===== src/sv/weighted_index_sampler_macros.svh =====
// ----------------------------------------------------------------------------
// weighted_index_sampler assertion macros
// shared forms for the concurrent checks of the sampler
// ----------------------------------------------------------------------------
`ifndef WEIGHTED_INDEX_SAMPLER_MACROS_SVH
`define WEIGHTED_INDEX_SAMPLER_MACROS_SVH

// same-cycle implication, disabled while reset is low
`define WIS_ASSERT_IMP(label, clk, rst_n, ante, cons, msg) \
    label: assert property (@(posedge clk) disable iff (!rst_n) (ante) |-> (cons)) \
        else $error(msg);

// next-cycle implication, disabled while reset is low
`define WIS_ASSERT_NXT(label, clk, rst_n, ante, cons, msg) \
    label: assert property (@(posedge clk) disable iff (!rst_n) (ante) |=> (cons)) \
        else $error(msg);

`endif


===== src/sv/wis_mul.sv =====
// ----------------------------------------------------------------------------
// wis_mul
// shift-add multiplier, one multiplier bit per cycle
// ----------------------------------------------------------------------------
module wis_mul #(
    parameter int unsigned A_BITS = 16,
    parameter int unsigned B_BITS = 24
) (
    input  logic                     i_clk,
    input  logic                     i_rst_n,
    input  logic                     i_start,
    input  logic [A_BITS-1:0]        i_a,
    input  logic [B_BITS-1:0]        i_b,
    output logic                     o_done,
    output logic [A_BITS+B_BITS-1:0] o_prod
);

    localparam int unsigned P_BITS = A_BITS + B_BITS;
    localparam int unsigned C_BITS = $clog2(A_BITS + 1);
    localparam logic [C_BITS-1:0] LAST = C_BITS'(A_BITS - 1);

    logic              r_busy, n_busy;
    logic              r_done, n_done;
    logic [C_BITS-1:0] r_cnt, n_cnt;
    logic [A_BITS-1:0] r_a, n_a;
    logic [P_BITS-1:0] r_b, n_b;
    logic [P_BITS-1:0] r_acc, n_acc;

    always_comb begin
        n_busy = r_busy;
        n_done = 1'b0;
        n_cnt  = r_cnt;
        n_a    = r_a;
        n_b    = r_b;
        n_acc  = r_acc;
        if (i_start) begin
            n_busy = 1'b1;
            n_cnt  = '0;
            n_a    = i_a;
            n_b    = P_BITS'(i_b);
            n_acc  = '0;
        end else if (r_busy) begin
            if (r_a[0]) begin
                n_acc = r_acc + r_b;
            end
            n_a   = r_a >> 1;
            n_b   = r_b << 1;
            n_cnt = r_cnt + C_BITS'(1);
            if (r_cnt == LAST) begin
                n_busy = 1'b0;
                n_done = 1'b1;
            end
        end
    end

    always_ff @(posedge i_clk) begin
        if (!i_rst_n) begin
            r_busy <= 1'b0;
            r_done <= 1'b0;
        end else begin
            r_busy <= n_busy;
            r_done <= n_done;
        end
    end

    always_ff @(posedge i_clk) begin
        r_cnt <= n_cnt;
        r_a   <= n_a;
        r_b   <= n_b;
        r_acc <= n_acc;
    end

    assign o_done = r_done;
    assign o_prod = r_acc;

endmodule


===== config.mk =====
export PLATFORM = sky130hd
export DESIGN_NAME = wis_mul
export DESIGN_NICKNAME = d
export VERILOG_FILES = /design/src/sv/weighted_index_sampler_macros.svh /design/src/sv/wis_mul.sv
export SDC_FILE = /design/constraint.sdc
export NUM_CORES = 1
export LEC_CHECK = 0
export ABC_AREA = 1
export BUFFER_PORTS_ARGS = -buffer_cell sky130_fd_sc_hd__buf_2
export CAP_MARGIN = 5
export CELL_PAD_IN_SITES_DETAIL_PLACEMENT = 0
export CELL_PAD_IN_SITES_GLOBAL_PLACEMENT = 2
export CORE_UTILIZATION = 35
export CTS_CLUSTER_SIZE = 12
export DETAILED_ROUTE_END_ITERATION = 7
export GPL_ROUTABILITY_DRIVEN = 0
export PLACE_DENSITY_LB_ADDON = 0.12
export SYNTH_ARGS = -nofsm -noshare
export SYNTH_HDL_FRONTEND = slang
export SYNTH_SLANG_ARGS = --single-unit
export TNS_END_PERCENT = 30

===== constraint.sdc =====
create_clock -name i_clk -period 7.6 [get_ports i_clk]
set_clock_uncertainty 0.15 [all_clocks]
set_input_delay 0 -clock i_clk [delete_from_list [all_inputs] [get_ports i_clk]]
set_output_delay 0 -clock i_clk [all_outputs]
set_load 0.01 [all_outputs]

Word-level counts from Yosys, hierarchy flattened
Cells that the tools add are included.

storage, ports and cells
  flip-flop bits (word level) = 103
  input port bits = 43
  logic and storage cells = 23

operators by class
  $add $sub $neg = 2
  eq/ne operators = 1
  muxes and demuxes = 8
  bitwise logic cells = 2
  reduce and logical (&&, ||, !) cells = 3

operator list
  operator                                                         number
  24-bit two-way mux                                               2
  40-bit adder                                                     1
  16-bit two-way mux                                               2
  5-bit by 1-bit adder with 5-bit output, second input constant    1
  5-bit by 4-bit == test with 1-bit output, second input constant  1
  1-bit two-way mux                                                4
  3-bit OR reduction                                               1
  1-bit inverter                                                   2
  2-bit AND reduction                                              1
  2-bit nonzero test                                               1

Longest topological paths before layout
Gate-level depths: netlist (run 1).

  depth after elaboration = 4
  depth in mapped cells = 15
  depth with buffers taken out = 15

Worst setup path before layout (run 1)
OpenSTA, ideal clock, no wires.

  path type = register to register
  start point = reg r_busy
  end point = reg r_a[0] (enable)
  arrival time = 1,939 ps
  required time = 7,030 ps
  slack = 5,091 ps
  cell stages (with the launch flop) = 5
  buffers on the path = 2
  cell sequence = dfxtp_1 buf_2 nor2_1 clkinv_1 buf_1

on the way
  word-level cells in the longest chain between the ends = 1

ends and longest elaborated chain
  what                                 RTL line       source
  start, declared                      wis_mul.sv:22  logic r_busy, n_busy;
  start signal, assigned               wis_mul.sv:61  r_busy <= n_busy;
  2-bit nonzero test (no source line)  n/a
  end signal, assigned                 wis_mul.sv:68  r_a <= n_a;
  end, declared                        wis_mul.sv:25  logic [A_BITS-1:0] r_a, n_a;

No other way between the ends.
A chain may end at the register's enable or synchronous reset.

Worst setup path in the final report (run 1)
  start point = reg r_busy
  end point = reg r_acc[16], in the netlist o_prod[16]

on the way
  word-level cells in the longest chain between the ends = 1

ends and longest elaborated chain
  what                                  RTL line       source
  2-bit AND reduction (no source line)  n/a
  end signal, assigned                  wis_mul.sv:70  r_acc <= n_acc;
  end, declared                         wis_mul.sv:27  logic [P_BITS-1:0] r_acc, n_acc;

No other way between the ends.

==> results list, run 1 <==
- Data on the critical path is required at its endpoint by about 7.7 ns.
* Maximum achievable frequency: 387 MHz
- Across every metal layer, demand over resource in global routing totals 0.208.
- Of the total power, the share spent switching nets is 0.327.
* Number of nets at the end of the flow: roughly 1,200
* Syn Inst Count: approximately 1,000
* Share of post-route cells with drive strength above 1: 0.128
* Effective utilization at floorplan: 0.362
- Dividing total power by cell area gives a power density of between 150 and 200 nW/um^2.
- Final-report hold violation count: 0
- Along the worst path, the maximum fanout reaches between 40 and 50.
- Average wire per standard cell: 14.0 um
* Count of max-cap constraint violations: 0
- Count of port buffers added during placement: 83
- Yosys mapped the design onto 33 distinct sky130hd cell types.
- Total negative slack for setup checks: 0 ns
- Buffers added to address setup during post-CTS repair amount to 0.
* Transition time at the pin with the least slew margin: slightly above 0.8 ns
* Vias in the first global route: roughly 6,300
* Worst IR Drop VDD: 104 uV
* Clock latency on the worst-skew pair: 0.37 ns
- CTS Sinks: between 100 and 150
- The worst setup path is launched from a register.
* Cell accounting for the most synthesized area: sky130_fd_sc_hd__nand2_1
- The share of total power dissipated in sequential elements is 0.449.
* Max Slew Vio Count: 0
- HPWL after detailed placement: approximately 15,000 um
* Net load switching power: roughly 0.47 mW
- The area growth from synthesis to layout is 19.8%.
* Cell area after synthesis: 6890 um^2
* Core Box Area: around 19,000 um^2
- First DRT Iteration DRCs: 312
* Leakage power summed over all cells: around 4.3 nW
* Net Count, Synth: about 1,100
* Post-DRT Antenna Nets: 0
- Remaining Overflow, GRT: 0
- Biggest area contributors in the synthesized netlist: sky130_fd_sc_hd__nand2_1, sky130_fd_sc_hd__dfxtp_1, sky130_fd_sc_hd__edfxtp_1
- Proportion of netlist area held by the largest area contributor: 0.197
- In this run the worst hold path is classified as in2reg.
- Ant diodes: 0
* Status: complete, no violations
* Clock tree from TritonCTS: yes
- Mean cell area of the mapped netlist: about 6.6 um^2
* Die Outline Area: just over 20,000 um^2
- The setup path with the least slack is of type reg2reg.
- Cell at the root of the clock tree: sky130_fd_sc_hd__clkbuf_16
- Floorplan die width: 142 um
* RSZ-0062 raised after global routing: false
- Summed over all layers, the routed wires come to 19,900 um.
* Ports: 84
- For this run, design rule violations remaining after detail routing come to 0.
- Portion of total power attributed to combinational logic: 0.230
- Total of flip-flops plus latches after synthesis: about 100
- Internal power comes to ~0.97 mW.
* Sequential cell area fraction in the yosys report: 0.357
- Die height: 142 um
* Number of clock buffers inserted by TritonCTS: 9
* Overall via count from detail_route: between 6,000 and 7,000
* Number of cell rows: 50
* Wire length of the first global-routing pass: 32,500 um
- Maximum number of pins on one net before global-route repair: 69
- Warnings, synthesis: 0
* Total power consumption of the routed design: around 1.4 mW
* Number of search-and-repair iterations in the first detailed-routing pass: 5
* CTS clock-pin slew for the worst setup and hold paths: 0.08 ns
* Critical Path Sink Type: register
- Number of inserted filler cells in the final layout: 2,070
- The clock tree synthesis step divided the H-tree into 3 levels.
* Final critical delay including setup and external delays: about 2.6 ns
- Clock Power Share: 0.320
- Data arrives at the worst endpoint at approximately 2.7 ns.
- Setup violations remaining at the end of the flow were counted as 0.
* Final clock period utilization by the worst path: 0.340
- Antenna violations before repair: 0
- In the routed layout, each cell is associated on average with a via count of around 4.5.
- In this run the deepest clock path goes through 2 buffers.
- Worst slew slack as a fraction of its limit: 0.458
cell families after synthesis:
logic type / after synthesis / share of synthesized area
flip-flops: 103 / 0.357
XOR/XNOR: 21 / 0.0267
buffers and inverters: 181 / 0.0995
AO/OA/AOI/OAI: 114 / 0.0928
adder cells (fa/ha/maj): 42 / 0.0773
AND/OR/NAND/NOR: 585 / 0.347
cells in the final DEF (no fill, tap or decap), types with 8 or more instances in the layout:
master,n
sky130_fd_sc_hd__inv_2,8
sky130_fd_sc_hd__nand2_2,13
sky130_fd_sc_hd__ha_1,41
sky130_fd_sc_hd__dlygate4sd3_1,41
sky130_fd_sc_hd__nand2_1,362
sky130_fd_sc_hd__o22ai_1,15
sky130_fd_sc_hd__a21oi_1,39
sky130_fd_sc_hd__buf_2,83
sky130_fd_sc_hd__dfxtp_1,63
sky130_fd_sc_hd__nand3_1,39
sky130_fd_sc_hd__nor2_1,144
sky130_fd_sc_hd__nand3_2,8
sky130_fd_sc_hd__clkbuf_16,9
sky130_fd_sc_hd__edfxtp_1,40
sky130_fd_sc_hd__o21ai_0,38
sky130_fd_sc_hd__inv_1,148
sky130_fd_sc_hd__xor2_1,16
worst max-delay path, cell delays in order (launching register included):
cell and delay, ns:
sky130_fd_sc_hd__dfxtp_1 0.45, sky130_fd_sc_hd__nand2_1 0.54, sky130_fd_sc_hd__inv_2 0.51, sky130_fd_sc_hd__buf_4 0.48, sky130_fd_sc_hd__nand3_1 0.14, sky130_fd_sc_hd__o211ai_1 0.10
sky130_fd_sc_hd__inv_1 0.05
flip-flops by register name, indices dropped and copies added (netlist names):
name	count
o_done	1
o_prod	40
r_a	16
r_b	40
r_busy	1
r_cnt	5
power by group through the flow:
stage	clock network [mW]	registers [mW]	logic [mW]
global route	0.495	0.654	0.378
global placement	0	0.661	0.317
floorplan	0	0.659	0.217
detailed placement	0	0.661	0.318
finish	0.462	0.648	0.332
CTS	0.477	0.648	0.335
timing repair:
action / in CTS / in global routing
hold endpoints to repair: 42 / 0
resized for setup: 0 / 0
hold buffers: 41 / 0
path summary, 6_finish.rpt:
| kind | to | slack (ns) | start | cells past startpoint |
|---|---|---|---|---|
| worst min-delay path | r_cnt[3] | 0.23 | i_start | 3 |
| worst max register to register | o_prod[16] | 5.01 | r_busy | 6 |
| worst max-delay path | o_prod[16] | 5.01 | r_busy | 6 |
| worst min register to register | r_cnt[4] | 0.34 | r_cnt[4] | 2 |
per-stage QoR:
| step | std cells | area (um^2) | util | hold WS (ns) | setup WS [ns] |
|---|---|---|---|---|---|
| detailed placement | 1369 | 7570 | 0.398 | 0.0912 | 5.03 |
| CTS | 1426 | 8260 | 0.434 | 0.247 | 5.01 |
| global placement | 1369 | 7570 | 0.398 | 0.0879 | 5.14 |
| global route | 1426 | 8260 | 0.434 | 0.273 | 4.68 |
| finish | 1426 | 8260 | 0.434 | 0.231 | 5.01 |
| floorplan | 1046 | 6890 | - | -0.0308 | 5.09 |
Yosys cell counts:
cell type                  instances
sky130_fd_sc_hd__buf_2             5
sky130_fd_sc_hd__clkbuf_1         16
sky130_fd_sc_hd__inv_2             6
sky130_fd_sc_hd__nand2_2          13
sky130_fd_sc_hd__buf_1             3
sky130_fd_sc_hd__nor2_4            2
sky130_fd_sc_hd__o21bai_2          1
sky130_fd_sc_hd__xnor2_1           5
sky130_fd_sc_hd__a31oi_1           3
sky130_fd_sc_hd__o21bai_1          4
sky130_fd_sc_hd__o22ai_1          15
sky130_fd_sc_hd__nand2_1         362
sky130_fd_sc_hd__a21o_1            2
sky130_fd_sc_hd__nor2_1          144
sky130_fd_sc_hd__a21oi_1          39
sky130_fd_sc_hd__edfxtp_1         40
sky130_fd_sc_hd__a21oi_2           6
sky130_fd_sc_hd__dfxtp_1          63
sky130_fd_sc_hd__nor2_2            7
sky130_fd_sc_hd__o21ai_0          38
sky130_fd_sc_hd__fa_1              1
sky130_fd_sc_hd__nor3_1            3
sky130_fd_sc_hd__nand3_1          39
sky130_fd_sc_hd__nor3_2            2
sky130_fd_sc_hd__ha_1             41
sky130_fd_sc_hd__o211ai_1          1
sky130_fd_sc_hd__o21ai_1           5
sky130_fd_sc_hd__clkinv_1          2
sky130_fd_sc_hd__nand3_2           8
sky130_fd_sc_hd__inv_1           149
sky130_fd_sc_hd__xor2_1           16
sky130_fd_sc_hd__and2_1            1
sky130_fd_sc_hd__nand4_1           4
cell type report:
class	count	area, um^2	area share
Clock inverter	6	51.3	0.00621
Multi-Input combinational cell	762	3740	0.453
Timing Repair Buffer	128	856	0.104
Tap cell	260	325	0.0394
Inverter	157	589	0.0714
Clock buffer	10	229	0.0277
Sequential cell	103	2460	0.298
routing by layer:
| layer | share of wire | track usage | vias up |
|---|---|---|---|
| met5 | 0 | 0 | - |
| met4 | 0.011 | 0.0532 | 0 |
| met3 | 0.032 | 0.0330 | 15 |
| met2 | 0.41 | 0.317 | 104 |
| met1 | 0.54 | 0.301 | 2870 |
| li1 | - | - | 3489 |
Power figures use the tool's default switching activity.
==> run 2, diff against run 1 <==
Settings changed: ABC_AREA 1 to 0, CORE_UTILIZATION 35 to 36.
Clock period 7.6 ns to 2.5 ns, I/O delays scaled along.
==> run 2 against run 1 <==
Effect of this change: the flow now finishes with violations (negative setup slack); cell area rose by 7.6%; register-to-register slack lost 5.5 ns; clock-buffer cell count shrank 1; total power grew to 3.2 times the previous value; via count fell by 14%; highest routed layer unchanged.
==> results list, run 2 <==
- Status: complete, but fails checks (was complete, no violations).
- The final reports fail on negative setup slack.
- Busiest layer in global routing: met2 (unchanged)
- The post-synthesis instance total came to 639 (was 1,046).
- Mean cell area of the mapped netlist: 9.41 um^2 (was 6.59 um^2)
* Die Outline Area: 17,200 um^2 (was 20,300 um^2)
* Total negative slack for setup checks: -6.86 ns (was 0 ns)
- Number of buffers on the longest clock path: 2 (unchanged)
* Wirelength, routed: 16,700 um (was 19,900 um)
- The global-route track usage on met2 came to 0.337 (was 0.317).
* CP cell instances: ha_4, buf_4, and3_1, a221oi_2, or4_4, a211o_1, a21oi_2, o41ai_2, buf_4, o21ai_2, xnor2_1, o21ai_1 (was nand2_1, inv_2, buf_4, nand3_1, o211ai_1, inv_1)
- Transition time at the pin with the least slew margin: 0.546 ns (was 0.811 ns)
- Final-report hold violation count: 0 (unchanged)
* Critical Path Slowest Stage Cell: sky130_fd_sc_hd__or4_4 (was sky130_fd_sc_hd__nand2_1)
- Final clock period utilization by the worst path: 1.20 (was 0.340)
- Cell at the root of the clock tree: sky130_fd_sc_hd__clkbuf_16 (unchanged)
- The cell type group with the largest total delay on the critical path was compound AO/OA/AOI/OAI gates (was buffers and inverters).
- Total power consumption of the routed design: 4.65 mW (was 1.44 mW)
- Vias in the first global route: 5,725 (was 6,308)
- RSZ-0062 raised after global routing: true (was false)
- Wire length of the first global-routing pass: 28,000 um (was 32,500 um)
* DRC: 0 (unchanged)
- The TritonCTS clock tree is yes (unchanged).
* Global routing usage summed across all routing layers: 0.198 (was 0.208)
- Required time of the worst setup path: 2.60 ns (was 7.70 ns)
- The share of flip-flops with an asynchronous set or reset was 0 (unchanged).
- Max Slew Vio Count: 0 (unchanged)
- Biggest area contributors in the synthesized netlist: sky130_fd_sc_hd__dfxtp_1, sky130_fd_sc_hd__edfxtp_1, sky130_fd_sc_hd__ha_1 (was sky130_fd_sc_hd__nand2_1, sky130_fd_sc_hd__dfxtp_1, sky130_fd_sc_hd__edfxtp_1).
* Maximum achievable frequency: 333 MHz (was 387 MHz)
* Average wire per standard cell: 15.0 um (was 14.0 um)
- Count of max-cap constraint violations: 0 (unchanged)
- Min Hold Slack: 0.303 ns (was 0.231 ns)
- Cell area after synthesis: 6010 um^2 (was 6890 um^2)
- Number of search-and-repair iterations in the first detailed-routing pass: 5 (unchanged)
* Share of post-route cells with drive strength above 1: 0.387 (was 0.128)
- The top-level I/O count was 84 (unchanged).
- The routing usage on met3 came to 0.0363 (was 0.0330).
- The kind of critical path was reg2reg (unchanged).
- The number of flops mapped to enable cells by yosys is 40 (unchanged).
- Growth of design area from synthesis to finish: 47.7% (was 19.8%)
* Primary FF master, synth: sky130_fd_sc_hd__dfxtp_1 (unchanged)
* CTS clock-pin slew for the worst setup and hold paths: 0.08 ns (about the same)
- Ant diodes: 0 (unchanged)
- Total of flip-flops plus latches after synthesis: 103 (unchanged)
* Commonest cells after routing, fill and taps aside: sky130_fd_sc_hd__buf_4, sky130_fd_sc_hd__buf_2, sky130_fd_sc_hd__nand2_1 (was sky130_fd_sc_hd__nand2_1, sky130_fd_sc_hd__inv_1, sky130_fd_sc_hd__nor2_1)
- Sequential cell area fraction in the yosys report: 0.409 (was 0.357)
- The critical path arrival is 3.10 ns (was 2.68 ns).
- The number of fillers in the final layout was 1,511 (was 2,070).
- The largest net degree at the start of global routing came to 42 (was 69).
- The top fanout value on the critical path is 3 (was 43).
* Antenna violations before repair: 0 (unchanged)
- The number of distinct standard cells referenced by the synthesized netlist was 54 (was 33).
* Floorplan die width: 131 um (was 142 um)
- The leading cell type in the layout, fill and taps excluded is sky130_fd_sc_hd__buf_4 (was sky130_fd_sc_hd__nand2_1).
- The count of placed standard cells including taps is 1,042 (was 1,369).
* Path type of the worst min-delay path: in2reg (unchanged)
* Mean number of vias per cell: 4.97 (was 4.54)
* Critical Path Sink Type: register (unchanged)
* Final critical delay including setup and external delays: 3.01 ns (was 2.59 ns)
- Worst Path Buf+Inv: 2 (was 3)
- The number of failing setup endpoints in the final timing report was 24 (was 0).
- The biggest area consumer among synthesized cells is sky130_fd_sc_hd__dfxtp_1 (was sky130_fd_sc_hd__nand2_1).
* Slowest cell delay on critical path: 0.54 ns (about the same)
- The number of sinks on the clock net was 103 (unchanged).
- Die height: 131 um (was 142 um)
- Remaining Overflow, GRT: 0 (unchanged)
- The H-tree depth was 3 (unchanged).
- The total clock buffers created by CTS came to 9 (unchanged).
- The number of nets produced by synthesis is 724 (was 1,131).
* Clock latency on the worst-skew pair: 0.36 ns (was 0.37 ns)
* Leakage power summed over all cells: 4.01 nW (was 4.34 nW)
* Count of port buffers added during placement: 83 (unchanged)
- Worst IR Drop VDD: 324 uV (was 104 uV)
* Overall via count from detail_route: 5,540 (was 6,478)
* Number of nets at the end of the flow: 979 (was 1,246)
- Most repeated cell in the gate-level netlist after synthesis: sky130_fd_sc_hd__nand2_1 (unchanged)
* Total power density per cell area: 523 nW/um^2 (was 175 nW/um^2)
- Number of cell rows: 46 (was 50)
* First DRT Iteration DRCs: 195 (was 312)
* Commonest cells post-synth: sky130_fd_sc_hd__nand2_1, sky130_fd_sc_hd__a21oi_1, sky130_fd_sc_hd__dfxtp_1, sky130_fd_sc_hd__nor2_1, sky130_fd_sc_hd__ha_1 (was sky130_fd_sc_hd__nand2_1, sky130_fd_sc_hd__inv_1, sky130_fd_sc_hd__nor2_1, sky130_fd_sc_hd__dfxtp_1, sky130_fd_sc_hd__ha_1)
- The half-perimeter wire length of the detailed placement result was 11,900 um (was 15,000 um).
- Worst slew slack as a fraction of its limit: 0.636 (was 0.458)
* Effective utilization at floorplan: 0.373 (was 0.362)
* Warnings, synthesis: 0 (unchanged)
- Non-filler instance count after layout: 1,115 (was 1,426)
* Post-layout utilization of the core: 0.551 (was 0.434)
- The number of nets with antenna violations after detailed routing is 0 (unchanged).
- The smallest setup slack after layout is -0.506 ns (was 5.01 ns).
- Core Box Area: 16,100 um^2 (was 19,000 um^2)
* Proportion of netlist area held by the largest area contributor: 0.210 (was 0.197)
- Critical Path Start Type: register (unchanged)
- The met1 global-route usage was 0.256 (was 0.301).
- CP dominant cell by count: sky130_fd_sc_hd__buf_4
-- run 2: stage by stage --
step           worst slack [ns]  instance area [um^2]
2_1_floorplan            -0.302                  6050
3_3_place_gp             -0.527                  7660
3_5_place_dp             -0.577                  7660
4_1_cts                  -0.438                  8670
5_1_grt                  -0.632                  8880
6_report                 -0.506                  8880
-- run 2: layer usage --
metal	routed length [um]	part of all wire
met1	7930	0.47
met2	8080	0.48
met3	513	0.031
met4	162	0.0097
met5	0	0
-- run 2: cell families after synthesis --
kind of cell | count (synthesis) | synth area share
xor+xnor | 31 | 0.0452
simple gates | 196 | 0.151
flops | 103 | 0.409
fa+ha+maj | 42 | 0.0886
mux | 58 | 0.105
compound gates | 168 | 0.175
buf+inv | 41 | 0.0256
-- run 2: power by group --
group          switching (mW)  internal (mW)  leakage [nW]  total [mW]
combinational           0.571          0.665          2.94        1.24
sequential             0.0783           1.87         0.916        1.95
clock                   0.742          0.717         0.150        1.46
total                    1.39           3.26          4.01        4.65
-- run 2: worst paths after layout --
path                                 start         end  slack (ns)  depth (start not counted)
worst max-delay path                r_b[4]  o_prod[26]       -0.51                         12
worst min-delay path               i_rst_n      r_busy        0.30                          3
worst max register to register      r_b[4]  o_prod[26]       -0.51                         12
worst min register to register  o_prod[32]  o_prod[32]        0.34                          2
-- run 2: worst min-delay path, stage by stage --
cell and delay (ns):
sky130_fd_sc_hd__dlygate4sd3_1 0.53, sky130_fd_sc_hd__buf_2 0.12, sky130_fd_sc_hd__a21boi_0 0.11
-- run 2: final cells by class --
cell class                 instances  area [um^2]  share of cell area
multi-input combinational        495         3790               0.427
sequential                       103         2460               0.277
timing repair buffer             275         2010               0.226
tap                              216          270              0.0304
clock buffer                       9          225              0.0254
clock inverter                     7         86.3             0.00972
inverter                          10         37.5             0.00423
-- run 2: timing repair --
item                       CTS  global route
hold buffers                42             0
setup endpoints to repair   26            28
cloned                       0             0
setup buffers                9             8
gates resized for setup     40            28
pin swaps                   37            25
hold endpoints to repair    54             0
==> run 3, diff against run 2 <==
Settings changed: CORE_ASPECT_RATIO set to 0.7.
==> run 3 against run 2 <==
Effect of this change: via count grew 0.74%; sequential share of layout area up 0.17 points; non-clock buffer count down 4; sequential power hardly changed; the run still ends with negative setup slack left; combinational power is essentially flat; critical path type unchanged; global-route usage grew 1.7 points; worst hold slack better by 0.00080 ns.
==> results list, run 3 (same netlist as run 2, synthesis figures left out) <==
* Die Outline Area: 17,200 um^2 (about the same)
- The via count of the first global-routing pass is 5,634 (was 5,725).
- The number of vias after detailed routing came to 5,581 (was 5,540).
* Average wire per standard cell: 15.8 um (was 15.0 um)
* DRC: 0 (unchanged)
- Slack of the critical path: -0.541 ns (was -0.506 ns)
* Share of total power in sequential cells: 0.423 (was 0.420)
* Growth of design area from synthesis to finish: 46.8% (was 47.7%)
- Cell at the root of the clock tree: sky130_fd_sc_hd__clkbuf_16 (unchanged)
- The minimum clock period is 3.04 ns (was 3.01 ns).
* Count of port buffers added during placement: 83 (unchanged)
- The transition time at the pin with the least slew margin is 0.607 ns (was 0.546 ns).
- Violated checks: negative setup slack (unchanged).
* Number of search-and-repair iterations in the first detailed-routing pass: 5 (unchanged)
- The leakage power of the design came to 3.94 nW (was 4.01 nW).
- The post-layout utilization of the core is 0.542 (was 0.551).
* Maximum achievable frequency: 329 MHz (was 333 MHz)
- Number of clock buffers inserted by TritonCTS: 9 (unchanged)
- Antenna violations before repair: 0 (unchanged)
* Status: complete, but fails checks (unchanged)
- The nature of the critical path endpoint is a register (unchanged).
- Max Slew Vio Count: 0 (unchanged)
- The later-pin clock latency in the skew report came to 0.36 ns (about the same).
- The number of sinks on the clock net was 103 (unchanged).
- Mean number of vias per cell: 4.98 (was 4.97)
- Worst reg2reg path startpoint: r_b[0] (was r_b[4])
- Path type of the worst min-delay path: in2reg (unchanged)
- The net switching share of the total power is 0.299 (was 0.300).
- The sum of routed wire length over all layers is 17,700 um (was 16,700 um).
* HPWL after detailed placement: 12,600 um (was 11,900 um)
* Number of buffers on the longest clock path: 2 (unchanged)
- Floorplan die width: 156 um (was 131 um)
- Core Box Area: 16,300 um^2 (was 16,100 um^2)
- The number of fillers in the final layout came to 1,539 (was 1,511).
* Net load switching power: 1.38 mW (was 1.39 mW)
- Wire length of the first global-routing pass: 28,600 um (was 28,000 um)
- The startpoint class of the critical path was a register (unchanged).
- Remaining Overflow, GRT: 0 (unchanged)
- The number of nets with antenna violations after detailed routing was 0 (unchanged).
- First DRT Iteration DRCs: 275 (was 195)
- Clock Power Share: 0.309 (was 0.314)
* Effective utilization at floorplan: 0.369 (was 0.373)
- H-tree Lvls: 3 (unchanged)
* Total negative slack for setup checks: -7.38 ns (was -6.86 ns)
- Number of cell rows: 39 (was 46)
- The critical path arrival came to 3.18 ns (was 3.10 ns).
- The die boundary height is 110 um (was 131 um).
- Portion of total power attributed to combinational logic: 0.268 (was 0.266)
- Leading cell type in the layout, fill and taps excluded: sky130_fd_sc_hd__buf_4 (unchanged)
- Final-report hold violation count: 0 (unchanged)
* Cell-internal power: 3.24 mW (was 3.26 mW)
- The net count of the finished layout is 975 (was 979).
- The origin of the worst min-delay path was i_rst_n (unchanged).
- RSZ-0062 raised after global routing: true (unchanged)
* Maximum number of pins on one net before global-route repair: 54 (was 42)
* Count of max-cap constraint violations: 0 (unchanged)
- Global routing usage summed across all routing layers: 0.216 (was 0.198)
* Ports: 84 (unchanged)
- Worst slew slack as a fraction of its limit: 0.595 (was 0.636)
- The TritonCTS clock tree is yes (unchanged).
- Critical path class: reg2reg (unchanged)
- The worst endpoint required time was 2.64 ns (was 2.60 ns).
- Worst IR Drop VDD: 386 uV (was 324 uV)
* CTS clock-pin slew for the worst setup and hold paths: 0.08 ns (about the same)
* Final clock period utilization by the worst path: 1.22 (was 1.20)
- Share of post-route cells with drive strength above 1: 0.378 (was 0.387)
- The top fanout value on the critical path is 3 (unchanged).
- The number of failing setup endpoints in the final timing report was 23 (was 24).
- Launch point of the worst path: r_b[0] (was r_b[4])
- Commonest cells after routing, fill and taps aside: sky130_fd_sc_hd__buf_4, sky130_fd_sc_hd__buf_2, sky130_fd_sc_hd__nand2_1 (unchanged).
- The number of diodes is 0 (unchanged).
- Worst setup timing slack at the placement stage: -0.602 ns (was -0.577 ns)
- Total power density per cell area: 524 nW/um^2 (was 523 nW/um^2)
[run 3: critical path: stages (launching register included)]
cell                       delay, ns
sky130_fd_sc_hd__edfxtp_1       0.43
sky130_fd_sc_hd__ha_4           0.19
sky130_fd_sc_hd__fa_2           0.34
sky130_fd_sc_hd__a21o_1         0.22
sky130_fd_sc_hd__a221oi_4       0.33
sky130_fd_sc_hd__or4_4          0.19
sky130_fd_sc_hd__a211o_1        0.17
sky130_fd_sc_hd__nand2_2        0.10
sky130_fd_sc_hd__a211o_4        0.37
sky130_fd_sc_hd__or3_1          0.32
sky130_fd_sc_hd__a31oi_1        0.16
[run 3: final timing paths]
path / end / slack, ns / cells after the start
worst max-delay path: o_prod[38] / -0.54 / 10
worst min-delay path: r_busy / 0.30 / 3
worst max register to register: o_prod[38] / -0.54 / 10
worst min register to register: r_cnt[4] / 0.34 / 2
[run 3: repair_timing]
item / in CTS / in global routing
buffers inserted: 4 / 2
pin swaps: 32 / 7
hold buffers: 42 / 0
endpoints found under the hold margin: 54 / 0
resized for setup: 40 / 20
setup endpoints to repair: 25 / 28
[run 3: cell type report]
class / instances / area [um^2] / area share
inverters: 10 / 37.5 / 0.00425
flip-flops and latches: 103 / 2460 / 0.279
clock buffers: 9 / 225 / 0.0255
clock inverters: 7 / 71.3 / 0.00808
well taps: 225 / 282 / 0.0319
multi-input cells: 495 / 3780 / 0.428
repair buffers: 271 / 1970 / 0.223
[run 3: power groups by stage]
stage / Sequential, mW / Combinational, mW / Clock (mW)
2_1_floorplan: 1.98 / 0.572 / 0
3_3_place_gp: 1.97 / 1.06 / 0
3_5_place_dp: 1.97 / 1.07 / 0
4_1_cts: 1.95 / 1.21 / 1.48
5_1_grt: 1.97 / 1.36 / 1.54
6_report: 1.96 / 1.24 / 1.43
[run 3: per-stage QoR]
step | std cells | hold slack [ns] | power [mW] | area (um^2)
after floorplan | 639 | 0.00381 | 2.55 | 6050
after global placement | 1056 | 0.124 | 3.03 | 7700
after detailed placement | 1056 | 0.133 | 3.05 | 7700
after CTS | 1118 | 0.291 | 4.64 | 8700
after global routing | 1120 | 0.317 | 4.86 | 8830
final | 1120 | 0.304 | 4.63 | 8830
[run 3: metal layers]
layer / up-vias / track usage / wire length [um]
li1: 2843 / - / -
met1: 2612 / 0.308 / 9460
met2: 113 / 0.333 / 7390
met3: 13 / 0.0434 / 698
met4: 0 / 0.0511 / 163
met5: - / 0 / 0
